`config.mk`:
```
export PLATFORM = sky130hd
export DESIGN_NAME = menu_item_code_parser
export DESIGN_NICKNAME = d
export VERILOG_FILES = /design/src/sv/mic_pkg.sv /design/src/sv/menu_item_code_parser.sv
export SDC_FILE = /design/constraint.sdc
export NUM_CORES = 1
export LEC_CHECK = 0
export ABC_AREA = 1
export BUFFER_PORTS_ARGS = -buffer_cell sky130_fd_sc_hd__buf_2
export CORE_UTILIZATION = 40
export CTS_BUF_LIST = sky130_fd_sc_hd__clkbuf_8
export CTS_CLUSTER_DIAMETER = 60
export CTS_CLUSTER_SIZE = 20
export DETAILED_ROUTE_END_ITERATION = 12
export PLACE_DENSITY = 0.63
export SYNTH_ARGS = -nofsm -noshare
export SYNTH_HDL_FRONTEND = slang
export SYNTH_SLANG_ARGS = --single-unit
```
`constraint.sdc`:
```
create_clock -name clk -period 3.7 [get_ports clk]
set_input_delay 0.185 -clock clk [delete_from_list [all_inputs] [get_ports clk]]
set_output_delay 0.185 -clock clk [all_outputs]
set_load 0.1 [all_outputs]
```
`src/sv/mic_pkg.sv`:
```
// ----------------------------------------------------------------------------
// mic_pkg
// Shared types and constants for the menu item code parser.
// ----------------------------------------------------------------------------
package mic_pkg;

	// Text bytes beyond this count are dropped
	localparam logic [7:0] TEXT_LIMIT = 8'd255;

	// Style bit masks
	localparam logic [4:0] STYLE_BOLD      = 5'h01;
	localparam logic [4:0] STYLE_ITALIC    = 5'h02;
	localparam logic [4:0] STYLE_UNDERLINE = 5'h04;
	localparam logic [4:0] STYLE_OUTLINE   = 5'h08;
	localparam logic [4:0] STYLE_SHADOW    = 5'h10;

	// Bit 7 marks the alternate command key form
	localparam logic [7:0] ALT_KEY_BIT = 8'h80;

	typedef struct packed {
		logic [7:0] item_byte;
		logic       last_byte;
	} in_item_t;

	typedef struct packed {
		logic       char_valid;
		logic [7:0] char_out;
		logic       item_done;
		logic [7:0] cmd_key;
		logic [7:0] mark_out;
		logic [4:0] style_bits;
		logic       is_disabled;
		logic       is_submenu;
		logic [7:0] text_length;
	} out_item_t;

	function automatic logic [4:0] style_of(input logic [7:0] c);
		logic [4:0] s;
		case (c)
			"B":     s = STYLE_BOLD;
			"I":     s = STYLE_ITALIC;
			"U":     s = STYLE_UNDERLINE;
			"O":     s = STYLE_OUTLINE;
			"S":     s = STYLE_SHADOW;
			default: s = 5'h00;
		endcase
		return s;
	endfunction

endpackage

```
`src/sv/menu_item_code_parser.sv`:
```
// ----------------------------------------------------------------------------
// menu_item_code_parser
// Strips metacharacter codes from a menu item string, one byte per transfer,
// passes text bytes through and reports the item's attributes on its last byte.
// ----------------------------------------------------------------------------
//  channel  | signals                        | carries
//  ---------+--------------------------------+-----------------------------
//  in       | in_valid, in_ready, in_data    | one raw byte + last flag
//  out      | out_valid, out_ready, out_data | cleaned byte + item summary
//
//  One byte per cycle when the output is not stalled: each byte is
//  decoded against the parser state in the cycle it is accepted and its
//  result lands in the output register, shown in the cycle after that.
//  in_ready is high while the output register is empty or being emptied.
//  Reset clears the parser state and the output valid flag.
// ----------------------------------------------------------------------------
module menu_item_code_parser (
	input  logic               clk,
	input  logic               arst_n,
	input  logic               in_valid,
	output logic               in_ready,
	input  mic_pkg::in_item_t  in_data,
	output logic               out_valid,
	input  logic               out_ready,
	output mic_pkg::out_item_t out_data
);
	import mic_pkg::*;

	typedef enum logic [2:0] {
		CODE_NONE,
		CODE_CMD,
		CODE_ALT,
		CODE_MARK,
		CODE_STYLE
	} code_t;

	code_t      pend_q, pend_d;
	logic       first_q;
	logic       stopped_q, stopped_d;
	logic [7:0] count_q, count_d;
	logic [7:0] cmd_q, cmd_d;
	logic [7:0] mark_q, mark_d;
	logic [4:0] style_q, style_d;
	logic       dis_q, dis_d;
	logic       sub_q, sub_d;

	logic       emit;
	logic [7:0] emit_byte;
	logic       accept;
	logic       last;
	logic [7:0] ch;
	out_item_t  res;
	out_item_t  out_s1;
	logic       out_valid_s1;

	assign ch       = in_data.item_byte;
	assign last     = in_data.last_byte;
	assign in_ready = !out_valid_s1 || out_ready;
	assign accept   = in_valid && in_ready;

	always_comb begin
		pend_d    = pend_q;
		stopped_d = stopped_q;
		count_d   = count_q;
		cmd_d     = cmd_q;
		mark_d    = mark_q;
		style_d   = style_q;
		dis_d     = dis_q;
		sub_d     = sub_q;
		emit      = 1'b0;
		emit_byte = 8'h00;
		if (stopped_q) begin
			// separator seen: drop the rest of the item
		end else if (pend_q != CODE_NONE) begin
			case (pend_q)
				CODE_CMD:   cmd_d = ch;
				CODE_ALT:   cmd_d = ch | ALT_KEY_BIT;
				CODE_MARK:  mark_d = ch;
				CODE_STYLE: style_d = style_q | style_of(ch);
				default:    ;
			endcase
			pend_d = CODE_NONE;
		end else if (ch == "/" && !last) begin
			pend_d = CODE_CMD;
		end else if (ch == "^" && !last) begin
			pend_d = CODE_ALT;
		end else if (ch == "!" && !last) begin
			pend_d = CODE_MARK;
		end else if (ch == "<" && !last) begin
			pend_d = CODE_STYLE;
		end else if (ch == "(" && first_q) begin
			dis_d = 1'b1;
		end else if (ch == "-" && count_q == 8'd0) begin
			emit      = 1'b1;
			emit_byte = "-";
			count_d   = 8'd1;
			stopped_d = 1'b1;
		end else if (ch == ">") begin
			sub_d = 1'b1;
		end else if (count_q < TEXT_LIMIT) begin
			emit      = 1'b1;
			emit_byte = ch;
			count_d   = count_q + 8'd1;
		end

		res             = '0;
		res.char_valid  = emit;
		res.char_out    = emit_byte;
		if (last) begin
			res.item_done   = 1'b1;
			res.cmd_key     = cmd_d;
			res.mark_out    = mark_d;
			res.style_bits  = style_d;
			res.is_disabled = dis_d;
			res.is_submenu  = sub_d;
			res.text_length = count_d;
		end
	end

	always_ff @(posedge clk or negedge arst_n) begin
		if (!arst_n) begin
			pend_q       <= CODE_NONE;
			first_q      <= 1'b1;
			stopped_q    <= 1'b0;
			count_q      <= 8'd0;
			cmd_q        <= 8'd0;
			mark_q       <= 8'd0;
			style_q      <= 5'd0;
			dis_q        <= 1'b0;
			sub_q        <= 1'b0;
			out_valid_s1 <= 1'b0;
		end else begin
			if (accept) begin
				out_valid_s1 <= 1'b1;
				if (last) begin
					// item finished: back to the reset state
					pend_q    <= CODE_NONE;
					first_q   <= 1'b1;
					stopped_q <= 1'b0;
					count_q   <= 8'd0;
					cmd_q     <= 8'd0;
					mark_q    <= 8'd0;
					style_q   <= 5'd0;
					dis_q     <= 1'b0;
					sub_q     <= 1'b0;
				end else begin
					pend_q    <= pend_d;
					first_q   <= 1'b0;
					stopped_q <= stopped_d;
					count_q   <= count_d;
					cmd_q     <= cmd_d;
					mark_q    <= mark_d;
					style_q   <= style_d;
					dis_q     <= dis_d;
					sub_q     <= sub_d;
				end
			end else if (out_ready) begin
				out_valid_s1 <= 1'b0;
			end
		end
	end

	always_ff @(posedge clk) begin
		if (accept) begin
			out_s1 <= res;
		end
	end

	assign out_valid = out_valid_s1;
	assign out_data  = out_s1;

`ifndef NO_ASSERTIONS
	// the separator always leaves exactly one text byte counted
	a_stop_count: assert property (@(posedge clk) disable iff (!arst_n)
		stopped_q |-> count_q == 8'd1)
		else $error("stopped with text count other than one");

	// a last byte returns the parser to its reset state
	a_last_clears: assert property (@(posedge clk) disable iff (!arst_n)
		accept && last |=> first_q && pend_q == CODE_NONE && !stopped_q &&
			count_q == 8'd0)
		else $error("state not cleared after last byte");

	// a stalled result is held
	a_hold: assert property (@(posedge clk) disable iff (!arst_n)
		out_valid && !out_ready |=> out_valid && $stable(out_data))
		else $error("result changed while stalled");

	// summary fields stay zero on results that are not the item's end
	a_summary_zero: assert property (@(posedge clk) disable iff (!arst_n)
		out_valid && !out_data.item_done |-> out_data.cmd_key == 8'd0 &&
			out_data.mark_out == 8'd0 && out_data.text_length == 8'd0)
		else $error("summary set on a non-final result");

	// an emitted byte on the final result is counted
	a_emit_counted: assert property (@(posedge clk) disable iff (!arst_n)
		out_valid && out_data.item_done && out_data.char_valid |->
			out_data.text_length != 8'd0)
		else $error("final byte emitted but text length is zero");
`endif

endmodule
```
==> results.yml, run 1 <==
route:
  wl_per_cell_microns: 14.2
  routed_wirelength_mm: 8.49
  antenna_left: 0
  dr.pass1.iters: 5
  route.detailed.drc: 0
  vias_per_cell: 5.10
  drt_iter0_drc: 177
  vias: 3042
floorplanning:
  start_util: 0.413
  die_x_microns: 99.4
  die_area_sq_um: 9880
  io_pins: 56
  die_h_microns: 99.4
  num_rows: 35
  core_area_sq_um: 9200
sta:
  rsz0062_at_grt: "no"
  finalHoldViolCount: 0
  slew_headroom: 0.422
  fmax_mhz: 471
  finalSetupViolCount: 0
  slew_violations: 0
  setup_tns_ns: 0
  whs_ns: 0.0975
  worst_slew_pin_slew_ns: 0.868
  min_period_over_period: 0.574
  fin_crit_ns: 2.12
  skew_ns: 0.00993
yosys:
  ys_top_cells_by_count: "87 x nand2_1, 71 x nor2_1, 44 x inv_1"
  synth_enable_flop_cells: 41
  synth-simple-area-share: 0.275
  synth.area.top_cells: "edfxtp_1 32%, dfrtp_1 24%, nand2_1 8.6%"
  yosysSeqAreaShare: 0.569
  synth-xor-area-share: 0
  async_flop_share: 0.474
  syn-instance-count: 422
  synth-seq-cells: 78
  yosys_warnings: 0
  synth_adder_area_share: 0.00659
  syn_nets: 437
  synth_top_family_by_area: "simple AND/OR/NAND/NOR gates"
  synth_compound_area_frac: 0.0857
  netlist_area_sq_um: 3790
  muxShareOfSynthArea: 0
  yosysMostFrequentCell: "nand2_1"
  ys.flop_type: "edfxtp_1"
  synth_top_area_frac: 0.324
  synth.largest_area_cell: "edfxtp_1"
  synth_cell_types: 33
  syn_area_per_cell_sq_um: 8.99
outcome:
  status: "complete, no violations"
critical_path:
  cp.arrival_ns: 2.13
  path_cells: "nand2_1 -> nand2_2 -> inv_2 -> buf_4"
  cp_num_buf_inv: 2
  cpLargestDelayFamily: "buffers and inverters"
  cp-end-kind: "register"
  path_max_fanout: 36
  start_kind: "register"
  required_ns: 3.70
  cp_slowest_cell: "inv_2"
  path_class: "reg2reg"
  slowest_delay_ns: 0.54
clocking:
  clk_path_buf_depth: 2
  path_clk_slew_ns: 0.08
  htree_num_levels: 3
  clock_latency_ns: 0.35
  root_buffer: "clkbuf_8"
  cts_tree: "yes"
  cts_made_buffers: 9
  cts.sinks: 78
finish:
  nFillCells: 892
  syn_to_final_growth_pct: 15.9
  drive_above_1_share: 0.235
  n_antenna_cell: 0
  post-route-util: 0.478
  layout.nets: 495
  final_cells: 596
placement:
  dpl.hpwl_mm: 5.72
  portBuffers: 55
  gp_congestion: 0.922
  dp_cells: 579
grt:
  grt.total_usage: 0.180
  overflow: 0
  grt_pass1_wl_mm: 13.8
  grt_max_degree: 38
  grt_pass1_vias: 2854
  grt_antenna_before_repair: 0
run:
  cap_violations: 0
pwr:
  vdd_drop_max_mv: 0.204
  p_leak_nw: 2.08
  power_density_nw_per_um2: 525
hold_path:
  hp-class: "in2reg"
==> power by group <==
group	leakage, nW	internal [mW]	switching [mW]	total (mW)
Combinational	1.06	0.110	0.504	0.614
Clock	0.110	0.376	0.315	0.692
Sequential	0.914	0.980	0.0242	1.00
==> worst paths after layout <==
check	startpoint	endpoint	slack [ns]	depth (start not counted)
max	out_valid$_DFFE_PN0P_	out_data[22]$_SDFFCE_PN0P_	1.58	4
max reg2reg	out_valid$_DFFE_PN0P_	out_data[22]$_SDFFCE_PN0P_	1.58	4
min reg2reg	first_q$_DFFE_PN1P_	first_q$_DFFE_PN1P_	0.49	2
min	in_data[0]	out_data[31]$_DFFE_PP_	0.1	1
min in group asynchronous	arst_n	cmd_q[5]$_DFFE_PN0P_	0.48	2
max in group asynchronous	arst_n	mark_q[7]$_DFFE_PN0P_	2.66	2
==> state kept, by name (all words and copies together), names as in the netlist <==
| name | count |
|---|---|
| mark_q | 8 |
| out_data | 41 |
| style_q | 5 |
| stopped_q | 1 |
| pend_q | 3 |
| cmd_q | 8 |
| count_q | 8 |
| dis_q | 1 |
| out_valid | 1 |
| sub_q | 1 |
| first_q | 1 |
==> layout by cell type, fill, tap and decap left out, types with 2 or more instances in the layout <==
cell	instances
nor3_1	6
o21ai_1	2
nand3_4	2
o31ai_1	2
nor2_2	7
clkbuf_8	9
inv_1	44
dfrtp_1	36
nand2_1	87
nor2_4	6
ha_1	2
nand3_1	25
o22ai_1	16
bufinv_16	2
a31oi_1	2
nor2_1	71
edfxtp_1	41
o21ai_2	3
buf_2	55
inv_2	9
nand2_4	4
nand4_1	3
clkinv_2	2
a21oi_1	11
o21ai_0	18
nand2_2	8
==> routing by layer <==
metal	vias up	track usage	routed length, microns
met2	119	0.272	3750
met3	11	0.0337	601
met4	0	0.0622	85
met1	1414	0.259	4050
li1	1498	-	-
met5	-	0	0
==> cells by family (layout without fill, tap and decap cells) <==
logic type / Yosys count / in the layout
AO/OA/AOI/OAI: 56 / 56
AND/OR/NAND/NOR: 223 / 223
adder cells (fa/ha/maj): 2 / 2
buffers and inverters: 63 / 126
flip-flops: 78 / 78
==> stage by stage <==
step	power, mW	cell area (sq um)	setup WS (ns)
floorplan	1.52	3800	0.544
global placement	1.63	4170	1.68
detailed placement	1.63	4170	1.60
CTS	2.32	4400	1.58
global route	2.40	4400	1.32
finish	2.31	4400	1.58
==> timing repair <==
item | in CTS | in global routing
buffers inserted | 0 | 0
hold buffers | 1 | 0
hold endpoints to repair | 36 | 0
resized for setup | 0 | 0
==> layout make-up <==
type	count	area, sq um	share of cell area
Timing Repair Buffer	57	293	0.0666
Clock inverter	7	90.1	0.0205
Clock buffer	9	124	0.0282
Inverter	53	201	0.0458
Tap cell	111	139	0.0316
Multi-Input combinational cell	281	1390	0.317
Sequential cell	78	2160	0.491
(Power assumes the default switching activity.)
==> inputs of run 2 (changes only) <==
ABC_AREA = 0   (was 1)
PLACE_DENSITY = 0.65   (was 0.63)
clock period = 1.9 ns   (was 3.7 ns; I/O delays follow)
==> results.yml, run 2 <==
sta:
  setup_tns_ns: 0
  slew_violations: 0
  worst_slew_pin_slew_ns: 0.602
  fin_crit_ns: 1.88
  finalSetupViolCount: 0
  slew_headroom: 0.599
  min_period_over_period: 0.989
  finalHoldViolCount: 0
  fmax_mhz: 532
  rsz0062_at_grt: "yes"
  whs_ns: 0.0659
  skew_ns: 0.0120
pwr:
  clock_power_share: 0.317
  comb_power_share: 0.252
  power_density_nw_per_um2: 969
  finalPower_mw: 4.88
  p_leak_nw: 2.23
  power_switching_mw: 1.64
  vdd_drop_max_mv: 0.388
  p_seq_frac: 0.431
  p_int_mw: 3.24
  p_sw_frac: 0.336
grt:
  grt_pass1_vias: 3181
  grt_max_degree: 25
  grt_antenna_before_repair: 0
  overflow: 0
  grt.total_usage: 0.208
  grt_pass1_wl_mm: 16.1
yosys:
  yosysMostFrequentCell: "nand2_1"
  synth-seq-cells: 78
  netlist_area_sq_um: 3910
  syn_area_per_cell_sq_um: 10.5
  syn_nets: 389
  yosys_warnings: 0
  synth_enable_flop_cells: 41
  async_flop_share: 0.474
  synth.area.top_cells: "edfxtp_1 31%, dfrtp_1 23%, nand2_1 4.3%"
  yosysSeqAreaShare: 0.552
  synth_top_area_frac: 0.315
  syn-instance-count: 374
  synth.largest_area_cell: "edfxtp_1"
  ys.flop_type: "edfxtp_1"
  synth_cell_types: 57
  ys_top_cells_by_count: "45 x nand2_1, 41 x edfxtp_1, 38 x nor2_1"
route:
  wl_per_cell_microns: 16.9
  drt_iter0_drc: 218
  vias_per_cell: 5.66
  dr.pass1.iters: 5
  route.detailed.drc: 0
  antenna_left: 0
  routed_wirelength_mm: 10.2
  vias: 3423
clocking:
  cts_tree: "yes"
  cts.sinks: 78
  clk_path_buf_depth: 2
  htree_num_levels: 3
  cts_made_buffers: 9
  root_buffer: "clkbuf_8"
  path_clk_slew_ns: 0.08
  clock_latency_ns: 0.36
critical_path:
  start_kind: "register"
  crit_start: "pend_q[0]$_DFFE_PN0P_"
  path_class: "reg2reg"
  rrSetupSlack_ns: 0.02
  regToRegEndpoint: "out_data[4]$_SDFFCE_PN0P_"
  path_cells: "nor4_4 -> buf_4 -> nand3b_4 -> or4_4 -> a21oi_1"
  required_ns: 2.11
  cp_slowest_cell: "or4_4"
  slowest_delay_ns: 0.53
  r2r_start: "pend_q[0]$_DFFE_PN0P_"
  cp-end-kind: "register"
  cp.arrival_ns: 2.09
  path_max_fanout: 6
  rr_worst_depth: 5
finish:
  final-seq-area_sq_um: 2160
  multi_input_area_sq_um: 1690
  syn_to_final_growth_pct: 28.7
  layout.nets: 486
  drive_above_1_share: 0.326
  final_common_cell: "buf_2"
  n_antenna_cell: 0
  most-common-layout-cells: "55 x buf_2, 52 x buf_4, 44 x nand2_1"
  nFillCells: 849
  largest_register_ff_count: 41
floorplanning:
  die_x_microns: 101
  start_util: 0.417
  num_rows: 35
  io_pins: 56
  core_area_sq_um: 9370
  die_area_sq_um: 10200
  die_h_microns: 101
placement:
  gp_congestion: 0.845
  dpl.hpwl_mm: 6.93
  portBuffers: 55
hold_path:
  min_to: "out_valid$_DFFE_PN0P_"
  hp-class: "in2reg"
  holdPathStages: 4
  hold_path_startpoint: "out_ready"
run:
  cap_violations: 0
outcome:
  status: "complete, no violations"
## run 2: cell count changes after synthesis, moves of 10 or more
cell     delta
a21oi_1    +12
o22ai_1    -16
nand2_1    -42
nor2_1     -33
a22o_1     +10
and3_1     +11
inv_1      -37
## run 2: how the worst max path moves through the flow
stage                                     end  slack [ns]  depth (start not counted)
detailed placement  out_data[4]$_SDFFCE_PN0P_       -0.02                          7
floorplan               pend_q[0]$_DFFE_PN0P_       -0.26                          6
CTS                 out_data[7]$_SDFFCE_PN0P_        0.01                          7
finish              out_data[4]$_SDFFCE_PN0P_        0.02                          5
global route        out_data[4]$_SDFFCE_PN0P_       -0.04                          7
global placement    out_data[3]$_SDFFCE_PN0P_      -0.006                          7
## run 2: metrics by stage
stage          cells  cell area (sq um)  setup slack [ns]   util
6_report         605               5030            0.0206  0.537
5_1_grt          605               5030           -0.0401  0.537
4_1_cts          600               4920            0.0115  0.525
3_5_place_dp     581               4630           -0.0221  0.494
3_3_place_gp     581               4630          -0.00637  0.494
2_1_floorplan    374               3970            -0.260      -
## run 2: worst max-delay path, delay by kind of cell (launching register included)
| family | cells | cell delay, ns |
|---|---|---|
| AOI/OAI and AO/OA | 1 | 0.17 |
| DFF | 1 | 0.44 |
| and+or+nand+nor | 3 | 0.93 |
| buffers and inverters | 1 | 0.18 |
## run 2: area by class of cell
| class | count | area share |
|---|---|---|
| Clock buffer | 10 | 0.0273 |
| Inverter | 7 | 0.00646 |
| Clock inverter | 6 | 0.0219 |
| Sequential cell | 78 | 0.430 |
| Timing Repair Buffer | 112 | 0.146 |
| Tap cell | 129 | 0.0321 |
| Multi-Input combinational cell | 263 | 0.336 |
## run 2: power groups by stage
| stage | combinational [mW] | clock (mW) | sequential, mW |
|---|---|---|---|
| floorplan | 0.456 | 0 | 2.53 |
| global placement | 1.16 | 0 | 2.12 |
| detailed placement | 1.18 | 0 | 2.12 |
| CTS | 1.18 | 1.57 | 2.09 |
| global route | 1.31 | 1.64 | 2.13 |
| finish | 1.23 | 1.55 | 2.10 |
## run 2: metal layers
metal | vias to the layer above | track usage | part of all wire
met5 | - | 0 | 0
met4 | 0 | 0.0825 | 0.018
met3 | 22 | 0.0305 | 0.048
met2 | 127 | 0.329 | 0.47
met1 | 1679 | 0.290 | 0.46
li1 | 1595 | - | -
## run 2: cells by family (layout without fill, tap and decap cells)
kind of cell / after synthesis / in the layout / share of synthesized area
simple gates: 170 / 171 / 0.234
compound gates: 82 / 82 / 0.145
flops: 78 / 78 / 0.552
buf+inv: 34 / 135 / 0.0419
mux: 7 / 7 / 0.0179
fa+ha+maj: 2 / 2 / 0.00640
xor+xnor: 1 / 1 / 0.00224
## run 2: what timing repair did
item,in CTS,in global routing
cloned,0,1
hold buffers,3,0
pin swaps,0,3
setup endpoints to repair,5,27
resized for setup,3,19
setup buffers,0,4
hold endpoints to repair,22,0
==> inputs of run 3 (changes only) <==
CORE_UTILIZATION = 50   (was 40)
PLACE_DENSITY = 0.78   (was 0.65)
SLEW_MARGIN = 10   (was not set)
==> results.yml, run 3 (synthesized netlist as in run 2, its figures left out) <==
pwr:
  vdd_drop_max_mv: 0.420
  p_seq_frac: 0.472
  p_leak_nw: 2.21
  p_sw_frac: 0.366
  clock_power_share: 0.256
  p_int_mw: 2.84
  comb_power_share: 0.272
  power_density_nw_per_um2: 908
  power_switching_mw: 1.64
clocking:
  cts_tree: "yes"
  clock_latency_ns: 0.36
  root_buffer: "clkbuf_8"
  clk_path_buf_depth: 2
  cts.sinks: 78
  cts_made_buffers: 9
  htree_num_levels: 3
  path_clk_slew_ns: 0.08
outcome:
  status: "finished with violations"
  violations: "setup timing"
sta:
  setup_slack_ns: -0.0272
  slew_headroom: 0.639
  rsz0062_at_grt: "yes"
  fmax_mhz: 519
  fin_crit_ns: 1.93
  setup_tns_ns: -0.0272
  skew_ns: 0.0119
  worst_slew_pin_slew_ns: 0.542
  finalHoldViolCount: 0
  min_period_over_period: 1.01
  slew_violations: 0
  finalSetupViolCount: 1
route:
  dr.pass1.iters: 4
  drt_iter0_drc: 259
  routed_wirelength_mm: 9.84
  route.detailed.drc: 0
  vias_per_cell: 5.84
  antenna_left: 0
  vias: 3389
  wl_per_cell_microns: 17.0
critical_path:
  path_cells: "nor4_4 -> nand3b_4 -> or4_1 -> a21oi_2"
  required_ns: 2.11
  path_class: "reg2reg"
  cp-end-kind: "register"
  start_kind: "register"
  path_max_fanout: 6
  rr_worst_depth: 4
  cp_slowest_cell: "or4_1"
  cp.arrival_ns: 2.14
  slowest_delay_ns: 0.56
hold_path:
  hp-class: "in2reg"
  holdPathStages: 2
grt:
  grt_pass1_vias: 3322
  overflow: 0
  grt.total_usage: 0.250
  grt_pass1_wl_mm: 16.0
  grt_max_degree: 38
  grt_antenna_before_repair: 0
placement:
  dpl.hpwl_mm: 6.83
  dp_cells: 555
  gp_congestion: 0.935
  portBuffers: 55
finish:
  nFillCells: 571
  largest_register_ff_count: 41
  drive_above_1_share: 0.337
  n_antenna_cell: 0
  syn_to_final_growth_pct: 26.4
  layout.nets: 491
  final_common_cell: "buf_4"
  final_cells: 580
  most-common-layout-cells: "60 x buf_4, 55 x buf_2, 44 x nand2_1"
floorplanning:
  die_area_sq_um: 8170
  io_pins: 56
  core_area_sq_um: 7410
  start_util: 0.528
  die_x_microns: 90.4
  die_h_microns: 90.4
  num_rows: 31
run:
  cap_violations: 0
-- run 3: area by class of cell --
class / instances / area [sq um] / area share
Clock buffer: 10 / 138 / 0.0279
Clock inverter: 6 / 45.0 / 0.00912
Inverter: 7 / 32.5 / 0.00659
Multi-Input combinational cell: 263 / 1680 / 0.340
Sequential cell: 78 / 2160 / 0.438
Tap cell: 99 / 124 / 0.0251
Timing Repair Buffer: 117 / 756 / 0.153
-- run 3: metal layers --
metal	track usage	up-vias	part of all wire
li1	-	1599	-
met1	0.329	1653	0.43
met2	0.411	127	0.49
met3	0.0379	10	0.068
met4	0.109	0	0.010
met5	0	-	0
-- run 3: through the flow --
step,worst slack [ns],total power [mW],hold slack (ns),utilization,instance area [sq um]
6_report,-0.0272,4.49,0.00567,0.667,4940
5_1_grt,-0.0939,4.66,0.0350,0.667,4940
4_1_cts,0.0105,4.43,0.00493,0.651,4820
3_5_place_dp,-0.0332,3.29,0.113,0.623,4610
3_3_place_gp,0.0543,3.26,0.103,0.623,4610
2_1_floorplan,-0.260,2.98,-0.201,-,3970
-- run 3: timing repair --
item                                    CTS  global route
hold buffers                              1             0
buffers inserted                          1             6
resized for setup                         2            16
endpoints found under the setup margin    6            19
endpoints found under the hold margin    20             0
pin swaps                                 0             3
gates cloned                              0             1
-- run 3: final timing paths --
check / slack (ns) / from / endpoint
setup / recovery: -0.03 / pend_q[2]$_DFFE_PN0P_ / out_data[4]$_SDFFCE_PN0P_
hold / removal: 0.006 / in_valid / out_valid$_DFFE_PN0P_
setup reg to reg: -0.03 / pend_q[2]$_DFFE_PN0P_ / out_data[4]$_SDFFCE_PN0P_
hold reg to reg: 0.48 / first_q$_DFFE_PN1P_ / first_q$_DFFE_PN1P_
max in group asynchronous: 0.93 / arst_n / first_q$_DFFE_PN1P_
min in group asynchronous: 0.25 / arst_n / count_q[4]$_DFFE_PN0P_
-- run 3: power groups by stage --
stage	registers, mW	clock network [mW]	logic [mW]
finish	2.12	1.15	1.22
global route	2.13	1.23	1.30
CTS	2.10	1.16	1.17
detailed placement	2.13	0	1.15
global placement	2.13	0	1.14
floorplan	2.53	0	0.456
-- run 3: critical path, delay by kind of cell, from the launching register on --
family	cells	cell delay [ns]
flip-flops	1	0.46
AO/OA/AOI/OAI	1	0.16
AND/OR/NAND/NOR	3	1.17
